`src/sv/dbd_pkg.sv`:
```
// Shared types and constants for the definite-length block deframer.
// Used by dbd_front, dbd_queue, dbd_back and definite_block_deframer; no dependencies.
package dbd_pkg;

    localparam int MAX_DIGITS  = 9;
    localparam int LEN_W       = 30;
    localparam int BYTE_W      = 8;
    localparam int DIGIT_W     = 4;
    localparam int ERR_W       = 3;
    localparam int QUEUE_DEPTH = 4;
    localparam int QPTR_W      = $clog2(QUEUE_DEPTH);
    localparam int QCNT_W      = $clog2(QUEUE_DEPTH + 1);

    localparam logic [BYTE_W-1:0] CHAR_HASH    = 8'd35;
    localparam logic [BYTE_W-1:0] CHAR_NEWLINE = 8'd10;
    localparam logic [BYTE_W-1:0] CHAR_ZERO    = 8'd48;
    localparam logic [BYTE_W-1:0] CHAR_NINE    = 8'd57;

    localparam logic [LEN_W-1:0] MAX_LENGTH_RESET = 30'd1048576;

    localparam logic [ERR_W-1:0] ERR_NONE  = 3'd0;
    localparam logic [ERR_W-1:0] ERR_LEAD  = 3'd1;
    localparam logic [ERR_W-1:0] ERR_INDEF = 3'd2;
    localparam logic [ERR_W-1:0] ERR_LEN   = 3'd3;
    localparam logic [ERR_W-1:0] ERR_OVF   = 3'd4;
    localparam logic [ERR_W-1:0] ERR_NONL  = 3'd5;

    typedef struct packed {
        logic [BYTE_W-1:0]  raw;
        logic               is_digit;
        logic [DIGIT_W-1:0] digit;
        logic               is_hash;
        logic               is_newline;
    } token_t;

endpackage

```
`src/sv/dbd_front.sv`:
```
// Front end of the deframer: accepts received bytes and classifies them into tokens.
// Depends on dbd_pkg; feeds dbd_queue.
module dbd_front
(
    input  logic                   in_valid,
    output logic                   in_ready,
    input  logic [7:0]             rx_byte,
    input  logic                   queue_full,
    output logic                   push,
    output dbd_pkg::token_t        token
);

    logic [dbd_pkg::BYTE_W-1:0] offset;

    assign in_ready = !queue_full;
    assign push     = in_valid && !queue_full;
    assign offset   = rx_byte - dbd_pkg::CHAR_ZERO;

    always_comb
    begin
        token.raw        = rx_byte;
        token.is_digit   = (rx_byte >= dbd_pkg::CHAR_ZERO) && (rx_byte <= dbd_pkg::CHAR_NINE);
        token.digit      = offset[dbd_pkg::DIGIT_W-1:0];
        token.is_hash    = (rx_byte == dbd_pkg::CHAR_HASH);
        token.is_newline = (rx_byte == dbd_pkg::CHAR_NEWLINE);
    end

endmodule

```
`src/sv/dbd_queue.sv`:
```
// Short token queue between the front and back ends of the deframer.
// Depends on dbd_pkg.
module dbd_queue
(
    input  logic                   clk,
    input  logic                   rst_n,
    input  logic                   push,
    input  dbd_pkg::token_t        push_token,
    output logic                   full,
    output logic                   head_valid,
    output dbd_pkg::token_t        head_token,
    input  logic                   pop
);

    dbd_pkg::token_t                 entry_reg [dbd_pkg::QUEUE_DEPTH];
    logic [dbd_pkg::QPTR_W-1:0]      wr_ptr_reg;
    logic [dbd_pkg::QPTR_W-1:0]      wr_ptr_next;
    logic [dbd_pkg::QPTR_W-1:0]      rd_ptr_reg;
    logic [dbd_pkg::QPTR_W-1:0]      rd_ptr_next;
    logic [dbd_pkg::QCNT_W-1:0]      count_reg;
    logic [dbd_pkg::QCNT_W-1:0]      count_next;
    logic                            do_pop;

    assign full       = (count_reg == dbd_pkg::QCNT_W'(dbd_pkg::QUEUE_DEPTH));
    assign head_valid = (count_reg != '0);
    assign head_token = entry_reg[rd_ptr_reg];
    assign do_pop     = pop && head_valid;

    always_comb
    begin
        wr_ptr_next = wr_ptr_reg;
        rd_ptr_next = rd_ptr_reg;
        count_next  = count_reg;
        if (push)
        begin
            wr_ptr_next = (wr_ptr_reg == dbd_pkg::QPTR_W'(dbd_pkg::QUEUE_DEPTH - 1))
                          ? '0 : wr_ptr_reg + 1'b1;
        end
        if (do_pop)
        begin
            rd_ptr_next = (rd_ptr_reg == dbd_pkg::QPTR_W'(dbd_pkg::QUEUE_DEPTH - 1))
                          ? '0 : rd_ptr_reg + 1'b1;
        end
        if (push && !do_pop)
        begin
            count_next = count_reg + 1'b1;
        end
        else if (do_pop && !push)
        begin
            count_next = count_reg - 1'b1;
        end
    end

    always_ff @(posedge clk or negedge rst_n)
    begin
        if (!rst_n)
        begin
            wr_ptr_reg <= '0;
            rd_ptr_reg <= '0;
            count_reg  <= '0;
        end
        else
        begin
            wr_ptr_reg <= wr_ptr_next;
            rd_ptr_reg <= rd_ptr_next;
            count_reg  <= count_next;
        end
    end

    always_ff @(posedge clk)
    begin
        if (push)
        begin
            entry_reg[wr_ptr_reg] <= push_token;
        end
    end

endmodule

```
`src/sv/dbd_back.sv`:
```
// Back end of the deframer: the block parser state machine and the result register.
// Depends on dbd_pkg; takes tokens from dbd_queue.
module dbd_back
(
    input  logic                          clk,
    input  logic                          rst_n,
    input  logic                          head_valid,
    input  dbd_pkg::token_t               head_token,
    output logic                          pop,
    input  logic                          cfg_valid,
    input  logic [dbd_pkg::LEN_W-1:0]     cfg_data,
    output logic                          out_valid,
    input  logic                          out_ready,
    output logic [7:0]                    data_byte,
    output logic                          data_valid,
    output logic                          last_data,
    output logic                          block_done,
    output logic [2:0]                    error_code,
    output logic [29:0]                   block_length
);

    localparam logic [2:0] PH_WAIT  = 3'd0;
    localparam logic [2:0] PH_COUNT = 3'd1;
    localparam logic [2:0] PH_LEN   = 3'd2;
    localparam logic [2:0] PH_DATA  = 3'd3;
    localparam logic [2:0] PH_NL    = 3'd4;

    logic [2:0]                     phase_reg;
    logic [2:0]                     phase_next;
    logic [dbd_pkg::DIGIT_W-1:0]    digits_left_reg;
    logic [dbd_pkg::DIGIT_W-1:0]    digits_left_next;
    logic [dbd_pkg::LEN_W-1:0]      length_accum_reg;
    logic [dbd_pkg::LEN_W-1:0]      length_accum_next;
    logic [dbd_pkg::LEN_W-1:0]      bytes_left_reg;
    logic [dbd_pkg::LEN_W-1:0]      bytes_left_next;
    logic [dbd_pkg::LEN_W-1:0]      max_length_reg;
    logic [dbd_pkg::LEN_W-1:0]      accum_times_ten;
    logic [dbd_pkg::LEN_W-1:0]      bytes_dec;
    logic [dbd_pkg::DIGIT_W-1:0]    digits_dec;

    logic                           out_valid_reg;
    logic [7:0]                     data_byte_reg;
    logic                           data_valid_reg;
    logic                           last_data_reg;
    logic                           block_done_reg;
    logic [2:0]                     error_code_reg;
    logic [29:0]                    block_length_reg;

    logic [7:0]                     data_byte_next;
    logic                           data_valid_next;
    logic                           last_data_next;
    logic                           block_done_next;
    logic [2:0]                     error_code_next;
    logic [29:0]                    block_length_next;

    assign pop = head_valid && (!out_valid_reg || out_ready);

    assign accum_times_ten = {length_accum_reg[dbd_pkg::LEN_W-4:0], 3'b000}
                           + {length_accum_reg[dbd_pkg::LEN_W-2:0], 1'b0}
                           + dbd_pkg::LEN_W'(head_token.digit);
    assign bytes_dec  = bytes_left_reg - 1'b1;
    assign digits_dec = digits_left_reg - 1'b1;

    always_comb
    begin
        phase_next        = phase_reg;
        digits_left_next  = digits_left_reg;
        length_accum_next = length_accum_reg;
        bytes_left_next   = bytes_left_reg;
        data_byte_next    = '0;
        data_valid_next   = 1'b0;
        last_data_next    = 1'b0;
        block_done_next   = 1'b0;
        error_code_next   = dbd_pkg::ERR_NONE;
        block_length_next = '0;
        unique case (phase_reg)
            PH_COUNT:
            begin
                phase_next = PH_WAIT;
                if (!head_token.is_digit)
                begin
                    error_code_next = dbd_pkg::ERR_LEAD;
                end
                else if (head_token.digit == '0)
                begin
                    error_code_next = dbd_pkg::ERR_INDEF;
                end
                else if (head_token.digit > dbd_pkg::DIGIT_W'(dbd_pkg::MAX_DIGITS))
                begin
                    error_code_next = dbd_pkg::ERR_LEAD;
                end
                else
                begin
                    digits_left_next  = head_token.digit;
                    length_accum_next = '0;
                    phase_next        = PH_LEN;
                end
            end
            PH_LEN:
            begin
                if (!head_token.is_digit)
                begin
                    error_code_next = dbd_pkg::ERR_LEN;
                    phase_next      = PH_WAIT;
                end
                else
                begin
                    length_accum_next = accum_times_ten;
                    digits_left_next  = digits_dec;
                    if (digits_dec == '0)
                    begin
                        if (accum_times_ten == '0)
                        begin
                            error_code_next = dbd_pkg::ERR_LEN;
                            phase_next      = PH_WAIT;
                        end
                        else if (accum_times_ten > max_length_reg)
                        begin
                            error_code_next   = dbd_pkg::ERR_OVF;
                            block_length_next = accum_times_ten;
                            phase_next        = PH_WAIT;
                        end
                        else
                        begin
                            block_length_next = accum_times_ten;
                            bytes_left_next   = accum_times_ten;
                            phase_next        = PH_DATA;
                        end
                    end
                end
            end
            PH_DATA:
            begin
                data_byte_next    = head_token.raw;
                data_valid_next   = 1'b1;
                block_length_next = length_accum_reg;
                bytes_left_next   = bytes_dec;
                if (bytes_dec == '0)
                begin
                    last_data_next = 1'b1;
                    phase_next     = PH_NL;
                end
            end
            PH_NL:
            begin
                block_length_next = length_accum_reg;
                phase_next        = PH_WAIT;
                if (head_token.is_newline)
                begin
                    block_done_next = 1'b1;
                end
                else
                begin
                    error_code_next = dbd_pkg::ERR_NONL;
                end
            end
            default:
            begin
                if (head_token.is_hash)
                begin
                    phase_next = PH_COUNT;
                end
                else
                begin
                    error_code_next = dbd_pkg::ERR_LEAD;
                    phase_next      = PH_WAIT;
                end
            end
        endcase
    end

    always_ff @(posedge clk or negedge rst_n)
    begin
        if (!rst_n)
        begin
            phase_reg        <= PH_WAIT;
            digits_left_reg  <= '0;
            length_accum_reg <= '0;
            bytes_left_reg   <= '0;
            max_length_reg   <= dbd_pkg::MAX_LENGTH_RESET;
            out_valid_reg    <= 1'b0;
        end
        else
        begin
            if (cfg_valid)
            begin
                max_length_reg <= cfg_data;
            end
            if (pop)
            begin
                phase_reg        <= phase_next;
                digits_left_reg  <= digits_left_next;
                length_accum_reg <= length_accum_next;
                bytes_left_reg   <= bytes_left_next;
                out_valid_reg    <= 1'b1;
            end
            else if (out_ready)
            begin
                out_valid_reg <= 1'b0;
            end
        end
    end

    always_ff @(posedge clk)
    begin
        if (pop)
        begin
            data_byte_reg    <= data_byte_next;
            data_valid_reg   <= data_valid_next;
            last_data_reg    <= last_data_next;
            block_done_reg   <= block_done_next;
            error_code_reg   <= error_code_next;
            block_length_reg <= block_length_next;
        end
    end

    assign out_valid    = out_valid_reg;
    assign data_byte    = data_byte_reg;
    assign data_valid   = data_valid_reg;
    assign last_data    = last_data_reg;
    assign block_done   = block_done_reg;
    assign error_code   = error_code_reg;
    assign block_length = block_length_reg;

endmodule

```
`src/sv/definite_block_deframer.sv`:
```
// Top level of the definite-length block deframer.
// Depends on dbd_pkg, dbd_front, dbd_queue and dbd_back.
//
// Each request on the input channel (in_valid/in_ready, rx_byte) carries one
// received byte, and for every byte exactly one request leaves on the output
// channel (out_valid/out_ready) with the payload byte, the last-byte and done
// flags, an error code and the announced block length.
// The max_length register is written through cfg_valid/cfg_ready/cfg_data;
// cfg_ready is always high, and writes are meant for an idle block.
// A byte accepted on the input is classified combinationally and written into a
// four-entry token queue; the parser takes it from the queue head and its result
// is registered for the output channel.
// Throughput is one byte per clock while the receiver keeps out_ready high, with
// each parser step doing one 30-bit multiply-by-ten add and length compare.
// When the receiver stalls, the result register holds and the queue absorbs
// up to four more bytes before in_ready falls.
// Reset clears the parser to waiting for '#', empties the queue and sets
// max_length to 1048576.
module definite_block_deframer
(
    input  logic        clk,
    input  logic        rst_n,
    input  logic        in_valid,
    output logic        in_ready,
    input  logic [7:0]  rx_byte,
    output logic        out_valid,
    input  logic        out_ready,
    output logic [7:0]  data_byte,
    output logic        data_valid,
    output logic        last_data,
    output logic        block_done,
    output logic [2:0]  error_code,
    output logic [29:0] block_length,
    input  logic        cfg_valid,
    output logic        cfg_ready,
    input  logic [29:0] cfg_data
);

    dbd_pkg::token_t push_token;
    dbd_pkg::token_t head_token;
    logic            push;
    logic            queue_full;
    logic            head_valid;
    logic            pop;

    assign cfg_ready = 1'b1;

    dbd_front u_front
    (
        .in_valid   (in_valid),
        .in_ready   (in_ready),
        .rx_byte    (rx_byte),
        .queue_full (queue_full),
        .push       (push),
        .token      (push_token)
    );

    dbd_queue u_queue
    (
        .clk        (clk),
        .rst_n      (rst_n),
        .push       (push),
        .push_token (push_token),
        .full       (queue_full),
        .head_valid (head_valid),
        .head_token (head_token),
        .pop        (pop)
    );

    dbd_back u_back
    (
        .clk          (clk),
        .rst_n        (rst_n),
        .head_valid   (head_valid),
        .head_token   (head_token),
        .pop          (pop),
        .cfg_valid    (cfg_valid),
        .cfg_data     (cfg_data),
        .out_valid    (out_valid),
        .out_ready    (out_ready),
        .data_byte    (data_byte),
        .data_valid   (data_valid),
        .last_data    (last_data),
        .block_done   (block_done),
        .error_code   (error_code),
        .block_length (block_length)
    );

endmodule
```
`config.mk`:
```
export PLATFORM = sky130hd
export DESIGN_NAME = definite_block_deframer
export DESIGN_NICKNAME = d
export VERILOG_FILES = /design/src/sv/dbd_pkg.sv /design/src/sv/dbd_front.sv /design/src/sv/dbd_queue.sv /design/src/sv/dbd_back.sv /design/src/sv/definite_block_deframer.sv
export SDC_FILE = /design/constraint.sdc
export NUM_CORES = 1
export LEC_CHECK = 0
export BUFFER_PORTS_ARGS = -buffer_cell sky130_fd_sc_hd__buf_2
export CORE_ASPECT_RATIO = 1.4
export CORE_UTILIZATION = 35
export DETAILED_ROUTE_END_ITERATION = 6
export REMOVE_ABC_BUFFERS = 1
export SETUP_SLACK_MARGIN = 0.1
export SLEW_MARGIN = 20
export SYNTH_ARGS = -nofsm -noshare
export SYNTH_HDL_FRONTEND = slang
export SYNTH_HIERARCHICAL = 1
export SYNTH_SLANG_ARGS = --single-unit
```
`constraint.sdc`:
```
create_clock -name clk -period 15.7 [get_ports clk]
set_input_delay 1.57 -clock clk [delete_from_list [all_inputs] [get_ports clk]]
set_output_delay 1.57 -clock clk [all_outputs]
set_load 0.005 [all_outputs]
```
==> results.sh <==
export IMPL_cts_max_level=1
export IMPL_synth_edf_count=104
export IMPL_antenna_found_initial=0
export IMPL_worst_slew_pin_slew_ns=1.14
export IMPL_hold_end="u_queue/count_reg[2]"
export IMPL_fin_nets=1417
export IMPL_skew_ns=0.0191
export IMPL_dpl_hpwl_um=24700
export IMPL_grt_start_max_net_pins=60
export IMPL_die_w_um=163
export IMPL_dp_slack_ns=7.96
export IMPL_cts_tree="yes"
export IMPL_relSlewSlack=0.236
export IMPL_num_fill_cells=3525
export IMPL_boundaryPins=90
export IMPL_ys_async_sr_fraction=0.502
export IMPL_wl_um=34300
export IMPL_grt_pass1_wl_um=53700
export IMPL_insertedDiodeCount=0
export IMPL_r2r_start="u_queue/rd_ptr_reg[0]"
export IMPL_hold_viol=0
export IMPL_finalCriticalPeriod_ns=7.74
export IMPL_clk_latency_ns=0.53
export IMPL_r2r_end="u_back/bytes_left_reg[20]"
export IMPL_crit_required_ns=16.06
export IMPL_p_sw_mw=0.808
export IMPL_maxCapViolCount=0
export IMPL_cts_setup_buffers=0
export IMPL_ir_drop_uv=115
export IMPL_root_buffer="clkbuf_16"
export IMPL_period_share=0.493
export IMPL_cts_buffer_depth=3
export IMPL_ys_ff_latch=209
export IMPL_p_clk_frac=0.256
export IMPL_r2r_slack_ns=7.96
export IMPL_holdPathStages=1
export IMPL_hp_class="register to register"
export IMPL_critPathLaunchType="register"
export IMPL_crit_fanout=18
export IMPL_area_growth_pct=12.2
export IMPL_initial_core_util=0.355
export IMPL_synth_top_area_frac=0.247
export IMPL_drt_pre_antenna_iters=7
export IMPL_power_internal_mw=1.34
export IMPL_crit_type="register to register"
export IMPL_rsz0062_at_grt="no"
export IMPL_synth_avg_cell_area_um2=10.3
export IMPL_netlist_area_um2=12700
export IMPL_rows=82
export IMPL_fin_tns_setup_ns=0
export IMPL_largest_reg_flops=60
export IMPL_drt_iter0_drc=621
export IMPL_swShare=0.376
export IMPL_combPwrFrac=0.367
export IMPL_yosysUniqueCellTypes=85
export IMPL_syn_inst=1224
export IMPL_seqPwrFrac=0.377
export IMPL_viasPerCell=5.59
export IMPL_critPathArrivalTime_ns=8.11
export IMPL_cts_hold_buf=0
export IMPL_overflow=0
export IMPL_synth_seq_area_share=0.454
export IMPL_leakagePower_nw=6.07
export IMPL_hp_start="u_queue/count_reg[2]"
export IMPL_violations="DRC"
export IMPL_synth_area_leaders="edfxtp_1 25%, dfrtp_1 21%, ha_1 9.3%, a22o_1 4.3%, o21ai_0 3.7%"
export IMPL_yosysWarnings=6
export IMPL_clk_pin_slew_ns=0.07
export IMPL_end_kind="register"
export IMPL_cts_buffers=23
export IMPL_cts_sinks=209
export IMPL_status="finished with violations"
export IMPL_gp_congestion=0.938
export IMPL_core_area_um2=35700
export IMPL_setup_viol=0
export IMPL_grt_usage=0.186
export IMPL_clock_fmax_mhz=129
export IMPL_cts_resized=0
export IMPL_setup_ws_ns=7.96
export IMPL_maxSlewViolCount=0
export IMPL_ant_nets=0
export IMPL_ys_flop_type="edfxtp_1"
export IMPL_drc=1
export IMPL_yosysTopAreaCell="edfxtp_1"
export IMPL_rr_worst_depth=19
export IMPL_die_y_um=227
export IMPL_grt_pass1_vias=9798
export IMPL_dieArea_um2=37000
export IMPL_portBuffers=88
export IMPL_cellPowerDensity_nw_per_um2=151
export IMPL_detail_route_wl_per_cell_um=19.5
export IMPL_vias=9818
export IMPL_layout_drive_gt1_share=0.142
## synthesized netlist by cell type (7+ instances only)
cell type,count
o21ai_0,94
a22oi_2,8
nand4_1,28
o31ai_1,12
nand3_1,22
buf_4,15
dfrtp_1,104
and2_1,17
a31oi_1,14
nand2_1,101
o22ai_1,12
a21oi_1,79
mux4_2,8
nor4_1,24
xor2_1,12
clkbuf_1,54
nor3_1,29
xnor2_1,23
or4_1,8
mux4_1,7
nor2_1,77
ha_1,94
a22o_1,62
inv_1,58
edfxtp_1,104
or3_1,11
a21o_1,22
## power by group through the flow
stage          Combinational, mW  Clock, mW  Sequential, mW
2_1_floorplan              0.519          0           0.796
3_3_place_gp               0.781          0           0.818
3_5_place_dp               0.789          0           0.823
4_1_cts                    0.793      0.569           0.813
5_1_grt                    0.868      0.585           0.829
6_report                   0.789      0.551           0.811
## metrics by stage
step,instance area (um2),std cells,hold slack [ns],total power [mW],utilization
after floorplan,12200,1143,0.456,1.32,-
after global placement,13400,1714,0.473,1.60,0.376
after detailed placement,13400,1714,0.486,1.61,0.376
after CTS,14200,1756,0.495,2.17,0.398
after global routing,14200,1756,0.514,2.28,0.398
final,14200,1756,0.489,2.15,0.398
## critical path, cell delays in order, from the launching register on
cell,delay [ns]
dfrtp_1,0.96
mux4_2,0.64
inv_1,0.10
fa_1,0.44
fa_1,0.47
nand2b_1,0.18
a21oi_1,0.30
o21ai_0,0.27
a31oi_1,0.46
a221oi_1,0.16
xnor2_1,0.58
ha_1,0.24
nand4_1,0.14
or3_1,0.42
nor2_1,0.17
a21oi_1,0.09
o21ai_0,0.13
nand2_1,0.49
a31oi_1,1.10
o22ai_1,0.24
## routing by layer
layer	GRT usage	vias to the layer above	share of wire
met4	0.0718	0	0.038
met5	0	-	0
met3	0.0266	80	0.042
li1	-	4713	-
met1	0.204	4796	0.38
met2	0.356	229	0.53
## worst max path at each step
stage / from / endpoint / slack, ns / cells past startpoint
after CTS: u_queue/rd_ptr_reg[0] / u_back/bytes_left_reg[20] / 7.99 / 19
after global placement: u_queue/rd_ptr_reg[0] / u_back/bytes_left_reg[16] / 8.23 / 19
after global routing: u_queue/rd_ptr_reg[0] / u_back/bytes_left_reg[20] / 7.45 / 19
final: u_queue/rd_ptr_reg[0] / u_back/bytes_left_reg[20] / 7.96 / 19
after detailed placement: u_queue/rd_ptr_reg[0] / u_back/bytes_left_reg[20] / 7.96 / 19
after floorplan: u_queue/rd_ptr_reg[0] / u_back/bytes_left_reg[26] / 9.67 / 18
## kinds of logic (layout without fill, tap and decap cells)
logic type,count (synthesis),count (layout),synth area share
fa+ha+maj,97,97,0.0976
simple gates,363,363,0.149
other cells,1,1,0.000296
buf+inv,140,210,0.0511
compound gates,353,353,0.185
flops,209,209,0.454
xor+xnor,36,36,0.0255
mux,25,25,0.0375
## layout by cell type, fill, tap and decap left out, drive strengths merged, types with 4 or more instances in the layout
cell type	Yosys	layout
ha	94	94
nand2	102	102
mux4	15	15
clkbuf	54	31
dfrtp	104	104
nor3b	5	5
a22oi	13	13
xor2	13	13
nor4b	4	4
a21o	22	22
and3	6	6
nor4	25	25
nand4	28	28
and4b	4	4
a221oi	5	5
inv	58	59
nor3	30	30
nand2b	6	6
clkinvlp	0	4
o211ai	6	6
or4	9	9
buf	27	109
o21ai	97	97
edfxtp	104	104
nor2b	4	4
nor2	77	77
or3	12	12
nand3	22	22
a31oi	14	14
mux2i	4	4
o22ai	12	12
xnor2	23	23
clkinv	1	5
and2	17	17
a21oi	79	79
mux2	6	6
a22o	62	62
o31ai	12	12
## cell type report
cell class                      count  area (um2)  share of cell area
Multi-Input combinational cell    875        6280               0.442
Timing Repair Buffer              109         601              0.0423
Inverter                           59         221              0.0156
Clock inverter                     11         135             0.00951
Clock buffer                       31         637              0.0448
Sequential cell                   209        5750               0.405
Tap cell                          462         578              0.0407
(Power assumes the default switching activity.)
